$ cat src/hw/rtl/ddsbp_fifo.sv
// Generic synchronous FIFO built from flip-flops.
`timescale 1ns / 1ps
`default_nettype none

module ddsbp_fifo #(
  parameter int WIDTH = 8,
  parameter int DEPTH = 4
) (
  input  wire logic             clk,
  input  wire logic             rst_n,
  input  wire logic             push,
  input  wire logic [WIDTH-1:0] wdata,
  output logic                  full,
  input  wire logic             pop,
  output logic      [WIDTH-1:0] rdata,
  output logic                  empty
);

  localparam int PTR_W = $clog2(DEPTH);
  localparam int CNT_W = $clog2(DEPTH + 1);

  logic [WIDTH-1:0] mem_r [DEPTH];
  logic [PTR_W-1:0] wptr_r, wptr_nxt;
  logic [PTR_W-1:0] rptr_r, rptr_nxt;
  logic [CNT_W-1:0] count_r, count_nxt;
  logic             push_ok, pop_ok;

  assign full    = (count_r == CNT_W'(DEPTH));
  assign empty   = (count_r == '0);
  assign push_ok = push && !full;
  assign pop_ok  = pop && !empty;
  assign rdata   = mem_r[rptr_r];

  always_comb begin
    wptr_nxt  = wptr_r;
    rptr_nxt  = rptr_r;
    count_nxt = count_r;
    if (push_ok) begin
      wptr_nxt = (wptr_r == PTR_W'(DEPTH - 1)) ? '0 : wptr_r + PTR_W'(1);
    end
    if (pop_ok) begin
      rptr_nxt = (rptr_r == PTR_W'(DEPTH - 1)) ? '0 : rptr_r + PTR_W'(1);
    end
    if (push_ok && !pop_ok) begin
      count_nxt = count_r + CNT_W'(1);
    end else if (pop_ok && !push_ok) begin
      count_nxt = count_r - CNT_W'(1);
    end
  end

  always_ff @(posedge clk) begin
    if (!rst_n) begin
      wptr_r  <= '0;
      rptr_r  <= '0;
      count_r <= '0;
    end else begin
      wptr_r  <= wptr_nxt;
      rptr_r  <= rptr_nxt;
      count_r <= count_nxt;
    end
  end

  always_ff @(posedge clk) begin
    if (push_ok) begin
      mem_r[wptr_r] <= wdata;
    end
  end

  a_count_bound: assert property (@(posedge clk) disable iff (!rst_n)
    count_r <= CNT_W'(DEPTH))
    else $error("fifo occupancy beyond depth");

  a_count_up: assert property (@(posedge clk) disable iff (!rst_n)
    (push_ok && !pop_ok) |=> (count_r == $past(count_r) + CNT_W'(1)))
    else $error("fifo occupancy did not grow on lone push");

  a_ptr_track: assert property (@(posedge clk) disable iff (!rst_n)
    (count_r == '0 || count_r == CNT_W'(DEPTH)) |-> (wptr_r == rptr_r))
    else $error("fifo pointers disagree with occupancy");

endmodule

`default_nettype wire

$ cat config.mk
export PLATFORM = sky130hd
export DESIGN_NAME = ddsbp_fifo
export DESIGN_NICKNAME = d
export VERILOG_FILES = /design/src/hw/rtl/ddsbp_fifo.sv
export SDC_FILE = /design/constraint.sdc
export NUM_CORES = 1
export LEC_CHECK = 0
export BUFFER_PORTS_ARGS = -buffer_cell sky130_fd_sc_hd__buf_2
export CAP_MARGIN = 20
export CELL_PAD_IN_SITES_DETAIL_PLACEMENT = 2
export CELL_PAD_IN_SITES_GLOBAL_PLACEMENT = 2
export CORE_MARGIN = 2
export CORE_UTILIZATION = 37
export CTS_BUF_LIST = sky130_fd_sc_hd__clkbuf_16
export DETAILED_ROUTE_END_ITERATION = 16
export PLACE_DENSITY_LB_ADDON = 0.1
export SYNTH_ARGS = -nofsm -noshare
export SYNTH_HDL_FRONTEND = slang
export SYNTH_SLANG_ARGS = --single-unit
$ cat constraint.sdc
create_clock -name clk -period 1.95 [get_ports clk]
set_input_delay 0.0975 -clock clk [delete_from_list [all_inputs] [get_ports clk]]
set_output_delay 0.0975 -clock clk [all_outputs]
set_load 0.05 [all_outputs]
==> metrics <==
post-detailed-route count of antenna-violating nets=0; Worst-path clk slew=60 ps; Die Span Y=70.4 µm; P_leak=0.755 nW; CP arrival=2140 ps; max-slew violation count=0; number of port buffers=21; Least-Margin Pin Slew=458 ps; dpl ws=-65.3 ps; Crit. End Element=flop; post-synthesis sequential area ratio=0.700; Max FO, Critical Path=5; post-synth cell types=23; Initial Util=0.380; max cap viols=0; GRT Total Usage=0.159; post-route setup TNS=0 ps; number of global-route vias before repair=1,024; area leader, netlist=edfxtp_1; Final Power=3.09 mW; Seq cells post-synth=41; layout cell share with drive strength beyond 1=0.424; maximum VDD drop=0.000511 V; # DRC=0; post-synthesis cell count=93; clock sink count=41; status=complete, no violations; final estimated routing congestion in global placement=0.716; die area=4950 µm²; Tcrit/Tclk final=0.984; Synth warnings=0; Num CTS Buffers=5; Rel. slew slack=0.694; Max Fclk=0.521 GHz; PwrDens=1510 nW/µm²; EDFF count, synth=32; vias per cell=5.03; Hold Vio Cnt, Final=0; dominant cells by area after synthesis=edfxtp_1 59%, dfxtp_1 11%, mux4_2 11%; FP Rows=24; routed len/inst=19.5 µm; Post-DP HPWL=2390 µm; Min-Delay Path Class=primary input to flop; Nets=143; core box area=4290 µm²; commonest cells after routing, fill and taps aside=32 x edfxtp_1, 21 x buf_2, 8 x mux4_2; CTS root buffer=clkbuf_16; Worst path max stage delay=370 ps; DR iter-0 viols=67; Avg Cell Area, Syn=17.5 µm²; Die X=70.4 µm; async set-or-reset flop fraction in the synthesized netlist=0; Fin Clk Skew=7.02 ps; critical path required time=2170 ps; residual overflow from global routing=0; Fill cells=387; Crit-path slowest cell=fa_2; total iterations of the first detailed-routing run=4; RSZ-0062 raised after global routing=yes; Synth Flop Type=edfxtp_1; CP Launch Type=flop; Final setup viols=0; H-tree levels=2; area grow syn2layout=25.6%; first-pass GRT wire length=5560 µm; antenna cells=0; crit-path cells=nor3b_4 -> nor2b_2 -> ha_4 -> inv_2 -> fa_2 -> xor2_1 -> or3_1 -> a21boi_2; commonest non-fill, non-tap cell in the layout=edfxtp_1; Longest Clk Path Bufs=2; largest net degree at the start of global routing=14; IO Pins=22; Tmin final=1920 ps; Vias=891; post-synth top area share=0.589; synthesized area=1630 µm²; final worst slack=31.6 ps; Routed Wire Length=3440 µm; antenna violations before repair=0; critical path class=flop to flop; clk_lat worst skew=280 ps; syn nets=112; CTS tree=done
state kept, by name, indices dropped and copies added (netlist names), named ones only:
signal	cells
rptr_r	2
wptr_r	2
mem_r	32
count_r	3
final cells by class:
| class | instances | area, µm² | area share |
|---|---|---|---|
| sequential | 41 | 1150 | 0.561 |
| multi-input combinational | 45 | 502 | 0.245 |
| timing repair buffer | 28 | 158 | 0.0770 |
| clock buffer | 5 | 125 | 0.0611 |
| tap | 52 | 65.1 | 0.0318 |
| clock inverter | 3 | 38.8 | 0.0189 |
| inverter | 3 | 11.3 | 0.00550 |
synth_stat cells (2+ instances only):
master and n:
buf_2 2, dfxtp_1 9, mux2i_1 3, nor2b_1 2, nand2_1 6, inv_1 3, nand3_1 2, o21ai_0 3
ha_1 6, edfxtp_1 32, mux4_2 8, nor2_1 2, and2_1 5
repair_timing:
action,CTS,global route
pin swaps,1,0
endpoints found under the setup margin,1,1
buffers inserted,0,1
resized for setup,2,1
hold buffers,0,0
hold endpoints to repair,0,0
per-layer routing:
layer  vias up  wire (µm)  GRT usage  part of all wire
li1        408          -          -                 -
met1       454       1500      0.190              0.43
met2        24       1720      0.266              0.50
met3         5        173     0.0505             0.050
met4         0         57     0.0641             0.017
met5         -          0          0                 0
critical path: cells and delay by family, from the launching register on:
kind / cells / cell delay (ps)
buffers and inverters: 1 / 40
AO/OA/AOI/OAI: 1 / 120
flip-flops: 1 / 350
adder cells (fa/ha/maj): 2 / 540
AND/OR/NAND/NOR: 3 / 650
XOR/XNOR: 1 / 150
final timing paths:
path                                  from           to  slack, ps  depth (start not counted)
worst min-delay path              wdata[1]  mem_r[0][1]         50                          1
worst max register to register  count_r[2]   count_r[2]         30                          8
worst max-delay path            count_r[2]   count_r[2]         30                          8
worst min register to register   wptr_r[1]    wptr_r[1]        510                          2
stage by stage:
step	area, µm²	hold slack (ps)	util	std cells
3_3_place_gp	1860	310	0.433	168
5_1_grt	2050	46.4	0.477	177
6_report	2050	47.4	0.477	177
3_5_place_dp	1860	329	0.433	168
2_1_floorplan	1670	196	-	93
4_1_cts	2040	37.3	0.474	176
power by group:
group / internal, mW / leakage [nW] / switching, mW
Clock: 0.596 / 0.0850 / 0.316
Sequential: 1.09 / 0.369 / 0.106
Combinational: 0.370 / 0.301 / 0.615
cells by family after synthesis:
group | Yosys count | synth area share
flip-flops | 41 | 0.700
AO/OA/AOI/OAI | 5 | 0.0184
buffers and inverters | 7 | 0.0176
AND/OR/NAND/NOR | 20 | 0.0660
multiplexers | 11 | 0.129
XOR/XNOR | 2 | 0.0107
adder cells (fa/ha/maj) | 7 | 0.0583
Power figures use the tool's default switching activity.
