===== config.mk =====
export PLATFORM = sky130hd
export DESIGN_NAME = ddsbp_front
export DESIGN_NICKNAME = d
export VERILOG_FILES = /design/src/hw/rtl/ddsbp_pkg.sv /design/src/hw/rtl/ddsbp_front.sv
export SDC_FILE = /design/constraint.sdc
export NUM_CORES = 1
export LEC_CHECK = 0
export ABC_CLOCK_PERIOD_IN_PS = 6600
export BUFFER_PORTS_ARGS = -buffer_cell sky130_fd_sc_hd__buf_2
export CAP_MARGIN = 20
export CORE_MARGIN = 2
export CORE_UTILIZATION = 38
export CTS_BUF_LIST = sky130_fd_sc_hd__clkbuf_4
export DETAILED_ROUTE_END_ITERATION = 8
export GPL_TIMING_DRIVEN = 0
export PLACE_DENSITY = 0.64
export SLEW_MARGIN = 25
export SYNTH_ARGS = -nofsm -noshare
export SYNTH_HDL_FRONTEND = slang
export SYNTH_SLANG_ARGS = --single-unit

===== constraint.sdc =====
create_clock -name clk -period 6.6 [get_ports clk]
set_clock_uncertainty 0.1 [all_clocks]
set_input_delay 0.99 -clock clk [delete_from_list [all_inputs] [get_ports clk]]
set_output_delay 0.99 -clock clk [all_outputs]
set_load 0.02 [all_outputs]

===== src/hw/rtl/ddsbp_pkg.sv =====
// Shared types and constants for the two-channel DDS burst player.
`timescale 1ns / 1ps
`default_nettype none

package ddsbp_pkg;

  localparam int TABLE_DEPTH = 2048;
  localparam int ADDR_W      = $clog2(TABLE_DEPTH);
  localparam int FRAC_BITS   = 16;
  localparam int SAMPLE_W    = 12;
  localparam int STEP_W      = ADDR_W + FRAC_BITS;
  localparam int PHASE_W     = STEP_W + 1;
  localparam int LIMIT_W     = 17;
  localparam int COUNT_W     = 16;
  localparam int DAC_W       = 16;
  localparam int CFG_IDX_W   = 2;
  localparam int CFG_DATA_W  = STEP_W;

  localparam logic [DAC_W-1:0] PREFIX_A = 16'h3000;
  localparam logic [DAC_W-1:0] PREFIX_B = 16'hB000;

  typedef enum logic [1:0] {
    ACT_WRITE = 2'd0,
    ACT_ARM   = 2'd1,
    ACT_START = 2'd2,
    ACT_TICK  = 2'd3
  } action_t;

  typedef enum logic [CFG_IDX_W-1:0] {
    REG_STEP_A  = 2'd0,
    REG_STEP_B  = 2'd1,
    REG_LIMIT_A = 2'd2,
    REG_LIMIT_B = 2'd3
  } cfg_reg_t;

  typedef enum logic {
    CMD_WRITE = 1'b0,
    CMD_TICK  = 1'b1
  } cmd_kind_t;

  // addr_a doubles as the write address of a table write
  typedef struct packed {
    cmd_kind_t           kind;
    logic                chan;
    logic                en_a;
    logic                en_b;
    logic [ADDR_W-1:0]   addr_a;
    logic [ADDR_W-1:0]   addr_b;
    logic [SAMPLE_W-1:0] sample;
  } cmd_t;

  typedef struct packed {
    logic [DAC_W-1:0] dac_word;
    logic             from_channel;
    logic             last;
  } out_t;

endpackage

`default_nettype wire


===== src/hw/rtl/ddsbp_front.sv =====
// Front end: takes input transactions, keeps phase and period state, queues commands.
`timescale 1ns / 1ps
`default_nettype none

module ddsbp_front (
  input  wire logic                                 clk,
  input  wire logic                                 rst_n,
  input  wire logic                                 push,
  input  wire logic [1:0]                           action,
  input  wire logic                                 channel,
  input  wire logic [ddsbp_pkg::ADDR_W-1:0]         table_index,
  input  wire logic [ddsbp_pkg::SAMPLE_W-1:0]       table_sample,
  input  wire logic                                 cfg_we,
  input  wire logic [ddsbp_pkg::CFG_IDX_W-1:0]      cfg_index,
  input  wire logic [ddsbp_pkg::CFG_DATA_W-1:0]     cfg_data,
  input  wire logic                                 cmd_full,
  output logic                                      cmd_push,
  output ddsbp_pkg::cmd_t                           cmd
);

  import ddsbp_pkg::*;

  typedef struct packed {
    logic [PHASE_W-1:0] phase;
    logic [COUNT_W-1:0] done;
    logic               en;
    logic [ADDR_W-1:0]  idx;
  } chan_res_t;

  // Wrap, count a period, check the limit, then advance if still enabled
  function automatic chan_res_t chan_tick(
    input logic [PHASE_W-1:0] phase,
    input logic [COUNT_W-1:0] done,
    input logic               en,
    input logic [LIMIT_W-1:0] limit,
    input logic [STEP_W-1:0]  step
  );
    logic               wrap;
    logic [PHASE_W-1:0] ph;
    chan_res_t          res;
    wrap      = phase[PHASE_W-1];
    ph        = {1'b0, phase[PHASE_W-2:0]};
    res.done  = done + COUNT_W'(wrap);
    res.en    = en && !(!limit[LIMIT_W-1] && (res.done == limit[COUNT_W-1:0]));
    res.idx   = ph[FRAC_BITS +: ADDR_W];
    res.phase = ph + (res.en ? {1'b0, step} : '0);
    return res;
  endfunction

  logic [STEP_W-1:0]  step_a_r, step_b_r;
  logic [LIMIT_W-1:0] limit_a_r, limit_b_r;
  logic [PHASE_W-1:0] phase_a_r, phase_a_nxt, phase_b_r, phase_b_nxt;
  logic [COUNT_W-1:0] done_a_r, done_a_nxt, done_b_r, done_b_nxt;
  logic               en_a_r, en_a_nxt, en_b_r, en_b_nxt;
  logic               accept;
  chan_res_t          res_a, res_b;
  action_t            act;

  assign accept = push && !cmd_full;
  assign act    = action_t'(action);
  assign res_a  = chan_tick(phase_a_r, done_a_r, en_a_r, limit_a_r, step_a_r);
  assign res_b  = chan_tick(phase_b_r, done_b_r, en_b_r, limit_b_r, step_b_r);

  always_comb begin
    phase_a_nxt = phase_a_r;
    phase_b_nxt = phase_b_r;
    done_a_nxt  = done_a_r;
    done_b_nxt  = done_b_r;
    en_a_nxt    = en_a_r;
    en_b_nxt    = en_b_r;
    cmd_push    = 1'b0;
    cmd.kind    = CMD_WRITE;
    cmd.chan    = channel;
    cmd.en_a    = res_a.en;
    cmd.en_b    = res_b.en;
    cmd.addr_a  = table_index;
    cmd.addr_b  = res_b.idx;
    cmd.sample  = table_sample;
    if (accept) begin
      case (act)
        ACT_WRITE: begin
          cmd_push = 1'b1;
        end
        ACT_ARM: begin
          if (channel) begin
            en_b_nxt = 1'b1;
          end else begin
            en_a_nxt = 1'b1;
          end
        end
        ACT_START: begin
          phase_a_nxt = '0;
          phase_b_nxt = '0;
          done_a_nxt  = '0;
          done_b_nxt  = '0;
          en_a_nxt    = 1'b1;
          en_b_nxt    = 1'b1;
        end
        ACT_TICK: begin
          phase_a_nxt = res_a.phase;
          phase_b_nxt = res_b.phase;
          done_a_nxt  = res_a.done;
          done_b_nxt  = res_b.done;
          en_a_nxt    = res_a.en;
          en_b_nxt    = res_b.en;
          cmd.kind    = CMD_TICK;
          cmd.addr_a  = res_a.idx;
          // a tick with both channels off produces nothing: drop it here
          cmd_push    = res_a.en || res_b.en;
        end
        default: begin
          cmd_push = 1'b0;
        end
      endcase
    end
  end

  always_ff @(posedge clk) begin
    if (!rst_n) begin
      phase_a_r <= '0;
      phase_b_r <= '0;
      done_a_r  <= '0;
      done_b_r  <= '0;
      en_a_r    <= 1'b0;
      en_b_r    <= 1'b0;
      step_a_r  <= '0;
      step_b_r  <= '0;
      limit_a_r <= '1;
      limit_b_r <= '1;
    end else begin
      phase_a_r <= phase_a_nxt;
      phase_b_r <= phase_b_nxt;
      done_a_r  <= done_a_nxt;
      done_b_r  <= done_b_nxt;
      en_a_r    <= en_a_nxt;
      en_b_r    <= en_b_nxt;
      if (cfg_we) begin
        case (cfg_reg_t'(cfg_index))
          REG_STEP_A:  step_a_r  <= cfg_data;
          REG_STEP_B:  step_b_r  <= cfg_data;
          REG_LIMIT_A: limit_a_r <= cfg_data[LIMIT_W-1:0];
          REG_LIMIT_B: limit_b_r <= cfg_data[LIMIT_W-1:0];
          default: begin
            step_a_r <= step_a_r;
          end
        endcase
      end
    end
  end

endmodule

`default_nettype wire


==> results.md, run 1 <==
- Status: complete, no violations
- Vias in the first global route: 9,898
- DP Wirelength: between 20 and 25 mm
- First-pass GRT wire length: 51.1 mm
- Clock sink total: 178
- Worst EP arrival: 6.38 ns
- I/O pins: 99
- Antenna violations before repair: 2
- Cells after Synth: 1,440
- Unique masters post-synth: 78
- Max-slew violation count: 0
- Syn_nets: 1,566
- Antenna-violating nets left: 0
- Die area: 0.0310 sq mm
- Core Area: 0.0289 sq mm
- Area growth, synth to finish: 10.6%
- Post-CTS Repair Setup Buffers: 0
- Crit end category: register
- Overflow left after global routing: 0
- Post-synth top flop: dfxtp_1
- Crit share post-route: 0.903
- H-tree Lvls: 4
- Worst hold path type: register to register
- All-Layer GR Usage: 0.208
- Crit path time final: 5.96 ns
- Yosys synthesis warning count: 0
- Post-CTS Hold Buffers: 0
- CP max FO: 10
- PostCTS Resize Cnt: 0
- Via count: 10,500
- Clock-pin slew on the worst setup and hold paths: 0.16 ns
- Share of flip-flops with an asynchronous set or reset: 0
- I/O Buffers: 85
- Slew headroom: 0.400
- Placer's final routability congestion estimate: 0.882
- F_max: about 170 MHz
- CTS Buf Count: 17
- Share of cells above drive strength 1: 0.119
- WS Path Type: register to register
- CTS tree: done
- Nets: 1,670
- DIE HEIGHT: 176 um
- Pleak: 5.20 nW
- Post-Route WL: 32.2 mm
- Initial drt markers: 713
- Longest Clk Path Bufs: 2
- Drt first pass iters: 5
- Row Count: a little over 60
- Initial Util: 0.388
- Final Hold Fails: 0
- Post-DR vias/cell: 5.41
- Largest net degree at the start of global routing: 17
- RSZ-0062 raised after global routing: false
- Worst Setup Start Kind: register
- Critical Path RT: 7.02 ns
- VDD IR max: 0.0000933 V
- Die W: 176 um
- Final design utilization: 0.430
- Clk_lat worst skew: about 0.63 ns
- Clk root buf: clkbuf_4
- DRC Markers: 0
- Post-synth EDFFs: 0
- PwrDens: 160 mW/mm^2
- Max-Cap Viols: 0
- Syn_area_per_cell: 7.80 sq um
- Slew @ Worst Pin: 0.900 ns
- Drt wl/cell: 16.6 um
- Synth Cell Area: 0.0112 sq mm
- Sequential share of the synthesized area: 0.317
- # setup viols final: 0
- Synthesized flop and latch total: 178
- Setup TNS: 0 ns
==> power by group <==
| part | total, W | switching, W | leakage [nW] | internal, W |
|---|---|---|---|---|
| clock network | 0.000651 | 0.000423 | 0.150 | 0.000228 |
| logic | 0.000225 | 0.000148 | 3.61 | 0.0000770 |
| registers | 0.00111 | 0.0000151 | 1.44 | 0.00110 |
| total | 0.00199 | 0.000586 | 5.20 | 0.00140 |
==> cell usage after synthesis (all sizes together), types with 3 or more instances <==
| library cell | n | share of area |
|---|---|---|
| nand2 | 294 | 0.098 |
| dfxtp | 178 | 0.32 |
| clkbuf | 69 | 0.023 |
| nand3 | 69 | 0.032 |
| a21oi | 66 | 0.029 |
| o21ai | 66 | 0.030 |
| ha | 64 | 0.071 |
| and2 | 62 | 0.035 |
| a21boi | 61 | 0.041 |
| nor2 | 53 | 0.018 |
| nor2b | 52 | 0.029 |
| xnor2 | 40 | 0.031 |
| buf | 38 | 0.022 |
| nor3 | 38 | 0.018 |
| xor2 | 37 | 0.029 |
| a22oi | 29 | 0.019 |
| a21o | 26 | 0.017 |
| inv | 26 | 0.0087 |
| and3 | 15 | 0.0089 |
| nand4 | 13 | 0.0084 |
| o211ai | 11 | 0.0074 |
| o21a | 11 | 0.0074 |
| a31oi | 9 | 0.0050 |
| and4 | 8 | 0.0062 |
| or3 | 8 | 0.0053 |
| a211oi | 7 | 0.0060 |
| nand2b | 7 | 0.0039 |
| a32o | 6 | 0.0053 |
| o21bai | 6 | 0.0040 |
| a221oi | 5 | 0.0055 |
| mux2i | 5 | 0.0045 |
| nor3b | 5 | 0.0033 |
| nor4 | 5 | 0.0047 |
| o31ai | 5 | 0.0033 |
| or2 | 5 | 0.0028 |
| and3b | 4 | 0.0031 |
| a2111oi | 3 | 0.0040 |
| a41oi | 3 | 0.0023 |
| nand3b | 3 | 0.0031 |
| nor4b | 3 | 0.0029 |
| o31a | 3 | 0.0023 |
==> final timing paths <==
| kind | start | cells after the start | slack, ns | end |
|---|---|---|---|---|
| hold reg to reg | step_a_r[7] | 2 | 0.37 | step_a_r[7] |
| setup / recovery | phase_a_r[27] | 20 | 0.64 | phase_a_r[26] |
| setup reg to reg | phase_a_r[27] | 20 | 0.64 | phase_a_r[26] |
| hold / removal | step_a_r[7] | 2 | 0.37 | step_a_r[7] |
==> flip-flops by register name (all words and copies together), names as in the netlist <==
| signal | count |
|---|---|
| phase_a_r | 28 |
| phase_b_r | 28 |
| step_a_r | 27 |
| step_b_r | 27 |
| limit_a_r | 17 |
| limit_b_r | 17 |
| done_a_r | 16 |
| done_b_r | 16 |
| en_a_r | 1 |
| en_b_r | 1 |
==> through the flow <==
| stage | cell area [sq um] | worst slack [ns] | instances | hold WS [ns] | total power, W |
|---|---|---|---|---|---|
| 4_1_cts | 12400 | 0.734 | 1941 | 0.372 | 0.00200 |
| 3_3_place_gp | 12100 | 0.785 | 1909 | 0.344 | 0.00136 |
| 6_report | 12400 | 0.641 | 1944 | 0.367 | 0.00199 |
| 5_1_grt | 12400 | 0.311 | 1942 | 0.386 | 0.00206 |
| 2_1_floorplan | 11200 | 1.91 | 1440 | 0.332 | 0.00127 |
| 3_5_place_dp | 12100 | 0.765 | 1909 | 0.352 | 0.00136 |
==> worst max-delay path: stages, from the launching register on <==
cell	delay (ns)
dfxtp_1	0.52
ha_1	0.26
ha_1	0.31
and4_1	0.27
nand3_1	0.18
nand3b_4	0.22
xor2_1	0.15
a221oi_1	0.33
a41oi_1	0.30
clkbuf_2	0.28
and2_1	0.19
ha_1	0.20
fa_1	0.45
a211oi_1	0.29
o21ai_1	0.18
a211oi_2	0.40
o221ai_1	0.27
a32o_1	0.30
o41ai_1	0.40
or4b_1	0.19
nand3_1	0.07
==> layout by cell type, fill, tap and decap left out, types with 7 or more instances in the layout <==
cell      netlist  final
and3_1         13     13
a31oi_1         9      9
clkbuf_1       66     66
o21ai_0        63     63
a22oi_1        29     29
a21o_1         26     26
o211ai_1       11     11
o21a_1         11     11
xnor2_1        40     40
dfxtp_1       178    178
nor3_1         36     36
nand4_1        11     11
a21boi_0       61     61
nor2_1         53     53
inv_1          26     26
and2_1         62     62
nor2b_1        52     52
and4_1          8      8
buf_4          27     27
nand2b_1        7      7
clkbuf_4        0     18
nand2_1       293    293
nand3_1        67     67
ha_1           64     64
a21oi_1        66     66
xor2_1         37     37
buf_2           7     92
==> logic make-up (layout without fill, tap and decap cells) <==
family,Yosys count,after routing,share of synthesized area
other cells,0,3,0
buf+inv,133,250,0.0546
compound gates,331,331,0.201
flops,178,178,0.317
fa+ha+maj,66,66,0.0748
simple gates,648,648,0.286
xor+xnor,77,77,0.0600
mux,7,7,0.00646
==> cell type report <==
type | instances | area, sq um
inverter | 26 | 97.6
timing repair buffer | 85 | 425
tap | 384 | 480
sequential | 178 | 3560
clock buffer | 18 | 135
buffer | 107 | 515
antenna | 3 | 7.51
fill | 2969 | 16500
multi-input combinational | 1129 | 7070
clock inverter | 14 | 138
==> layer usage <==
layer  GRT usage  wire length [um]  vias up
li1            -                 -     5193
met1       0.281             15000     4964
met2       0.348             14600      318
met3      0.0323              2090       36
met4      0.0523               475        0
met5           0                 0        -
No activity file was read; power rests on OpenSTA's default activity.
==> inputs of run 2 (changes only) <==
ABC_AREA = 1   (was not set)
==> run 2 against run 1 <==
- synthesized area down 0.57%
- critical endpoint is now phase_b_r[24]
- sequential power about the same
- hold slack worse by 0.00063 ns
- final area down 0.41%
- global-route usage up 0.72 points
- utilization down 0.062 points
- setup slack better by 1.2 ns
- critical path depth up 8
- register-to-register slack better by 1.2 ns
- flip-flop and latch count unchanged
- highest routed layer unchanged
- cell count up 16%
- clock-buffer cell count down 1
==> results.md, run 2 <==
- Placer's final routability congestion estimate: 0.909 (+3.1%)
- Longest Clk Path Bufs: 2 (unchanged)
- Vias in the first global route: 10,600 (+7.0%)
- Critical Path RT: 7.05 ns (+0.03 ns)
- Clock-pin slew on the worst setup and hold paths: 0.17 ns (about the same)
- Simple-Gate Fraction of Synth Area: 0.307 (+0.0212)
- Post-CTS Repair Setup Buffers: 0 (unchanged)
- Nets: 1,973 (+18%)
- PwrDens: 161 mW/mm^2 (+0.30%)
- Status: complete, no violations
- Drt first pass iters: 6 (+1)
- Initial drt markers: 887 (+24%)
- Post-synthesis xor/xnor area fraction: 0.00840 (-0.0516)
- Post-synth EDFFs: 0 (unchanged)
- DIE HEIGHT: 175 um (-0.28%)
- PostCTS Resize Cnt: 0 (unchanged)
- RSZ-0062 raised after global routing: false
- Mux cell area share after synthesis: 0 (-0.00646)
- Final design utilization: 0.429 (-0.000623)
- Syn_area_per_cell: 6.41 sq um (-18%)
- H-tree Lvls: 4 (unchanged)
- CP max FO: 10 (unchanged)
- Synth Cell Area: 0.0112 sq mm (-0.57%)
- Max-Cap Viols: 0 (unchanged)
- Slew headroom: 0.386 (-0.0139)
- Leading post-synthesis cells by cell area: dfxtp_1 32%, nand2_1 16%, a21oi_1 10%
- Area leader, netlist: dfxtp_1
- Initial Util: 0.387 (-0.00117)
- Clock sink total: 178 (unchanged)
- Overflow left after global routing: 0 (unchanged)
- All-Layer GR Usage: 0.215 (+0.00719)
- CTS Buf Count: 17 (unchanged)
- Setup TNS: 0 ns (unchanged)
- Critical path's slowest cell: fa_1
- Sequential share of the synthesized area: 0.319 (+0.00181)
- Syn_nets: 1,869 (+19%)
- Cells after Synth: 1,743 (+21%)
- Compound-cell area share of the yosys netlist: 0.191 (-0.00994)
- Yosys top cell area share: 0.319 (+0.00181)
- Antenna violations before repair: 3 (+1)
- # placed instances: 2,212 (+16%)
- Clk_lat worst skew: 0.62 ns (about the same)
- Max incr delay on CP: 0.47 ns (-0.05 ns)
- DRC Markers: 0 (unchanged)
- Count leader, synth: nand2_1
- Max-slew violation count: 0 (unchanged)
- Most common cell after layout, fill and taps aside: nand2_1
- Via count: 11,500 (+9.8%)
- Post-synth top flop: dfxtp_1
- Final worst-path setup slack: 1.80 ns (+1.16 ns)
- Most frequent cells in the layout: 484 x nand2_1, 231 x a21oi_1, 178 x dfxtp_1, 173 x inv_1, 150 x nor2_1
- Core Area: 0.0289 sq mm (-0.27%)
- Adder-cell share of the synthesized area: 0.0753 (+0.000428)
- F_max: 208 MHz (+24%)
- Combinational family with the most area after synthesis: simple AND/OR/NAND/NOR gates
- Die W: 175 um (-0.28%)
- Slew @ Worst Pin: 0.921 ns (+0.0208 ns)
- Post-Route WL: 33.2 mm (+3.2%)
- WS Path Type: register to register
- Tot Pwr: 0.00199 W (-0.12%)
- Post-DR vias/cell: 5.14 (-5.0%)
- Share of cells above drive strength 1: 0.0941 (-0.0247)
- Largest net degree at the start of global routing: 19 (+2)
- Synth cell count leaders: 484 x nand2_1, 231 x a21oi_1, 178 x dfxtp_1, 173 x inv_1, 150 x nor2_1
- CTS tree: done
- Antenna-violating nets left: 0 (unchanged)
- CP Launch Point: phase_b_r[27]
- Fin cells: 2,247 (+16%)
- Crit share post-route: 0.728 (-0.175)
- Die area: 0.0308 sq mm (-0.56%)
- Area growth, synth to finish: 10.8%
- Post-CTS Hold Buffers: 0 (unchanged)
- Unique masters post-synth: 36 (-54%)
- Worst EP arrival: 5.26 ns (-1.12 ns)
- Worst hold path type: register to register
- Synthesized flop and latch total: 178 (unchanged)
- Pre-CTS WS: 1.91 ns (+1.14 ns)
- Share of flip-flops with an asynchronous set or reset: 0 (unchanged)
- Hold path startpoint: step_b_r[10]
- Final Hold Fails: 0 (unchanged)
- I/O Buffers: 85 (unchanged)
- Largest registers: phase_a_r (28), phase_b_r (28)
- Clk root buf: clkbuf_4
- Crit path time final: 4.80 ns (-1.16 ns)
- I/O pins: 99 (unchanged)
- Crit end category: register
- Row Count: 62 (unchanged)
- Worst Setup Start Kind: register
- Drt wl/cell: 14.8 um (-11%)
- # setup viols final: 0 (unchanged)
- DP Wirelength: 25.7 mm (+5.6%)
- VDD IR max: 0.000130 V (+39%)
- Yosys synthesis warning count: 0 (unchanged)
- Pleak: 5.52 nW (+6.1%)
- First-pass GRT wire length: 53.0 mm (+3.8%)
- Most used cell, CP: nand2_1
- Worst reg2reg startpoint: phase_b_r[27]
## run 2: changes by cell type in the layout (fill, tap and decap cells not counted), sizes merged, moves of 61 or more
cell	before	now
nand2	294	484
nor2	53	156
and2	62	0
a21oi	66	231
o21ai	66	127
inv	29	185
## run 2: through the flow
| stage | hold WS, ns | instance area (sq um) |
|---|---|---|
| after floorplan | 0.330 | 11200 |
| after global placement | 0.342 | 12100 |
| after detailed placement | 0.347 | 12100 |
| after CTS | 0.367 | 12400 |
| after global routing | 0.391 | 12400 |
| final | 0.367 | 12400 |
## run 2: kinds of logic after synthesis
group	count (synthesis)
compound gates	404
flops	178
xor+xnor	9
fa+ha+maj	66
simple gates	822
buf+inv	264
## run 2: report_power, final
part | internal [W] | switching (W) | leakage [nW] | total [W]
Sequential | 0.00110 | 0.0000116 | 1.45 | 0.00112
Clock | 0.000207 | 0.000460 | 0.156 | 0.000667
Combinational | 0.0000647 | 0.000140 | 3.91 | 0.000205
## run 2: worst max-delay path, delay by kind of cell, from the launching register on
family          cells  cell delay (ns)
simple gates       18             1.96
compound gates      5             0.91
buf+inv             1             0.19
fa+ha+maj           4             1.14
flops               1             0.41
## run 2: final timing paths
path | end | slack, ns | depth (start not counted)
worst max register to register | phase_b_r[24] | 1.80 | 28
worst max-delay path | phase_b_r[24] | 1.80 | 28
worst min-delay path | step_b_r[10] | 0.37 | 2
worst min register to register | step_b_r[10] | 0.37 | 2
## run 2: cell type report
| cell class | count | area, sq um |
|---|---|---|
| multi-input cells | 1301 | 6500 |
| inverters | 179 | 672 |
| plain buffers | 85 | 435 |
| fillers | 3156 | 16500 |
| clock inverters | 15 | 166 |
| flip-flops and latches | 178 | 3560 |
| clock buffers | 17 | 128 |
| repair buffers | 85 | 425 |
| well taps | 384 | 480 |
| diodes | 3 | 7.51 |
## run 2: routing by layer
layer | vias to the layer above | track usage | part of all wire
met2 | 317 | 0.339 | 0.44
met3 | 50 | 0.0357 | 0.060
met4 | 0 | 0.0654 | 0.020
met5 | - | 0 | 0
met1 | 5261 | 0.302 | 0.48
li1 | 5915 | - | -
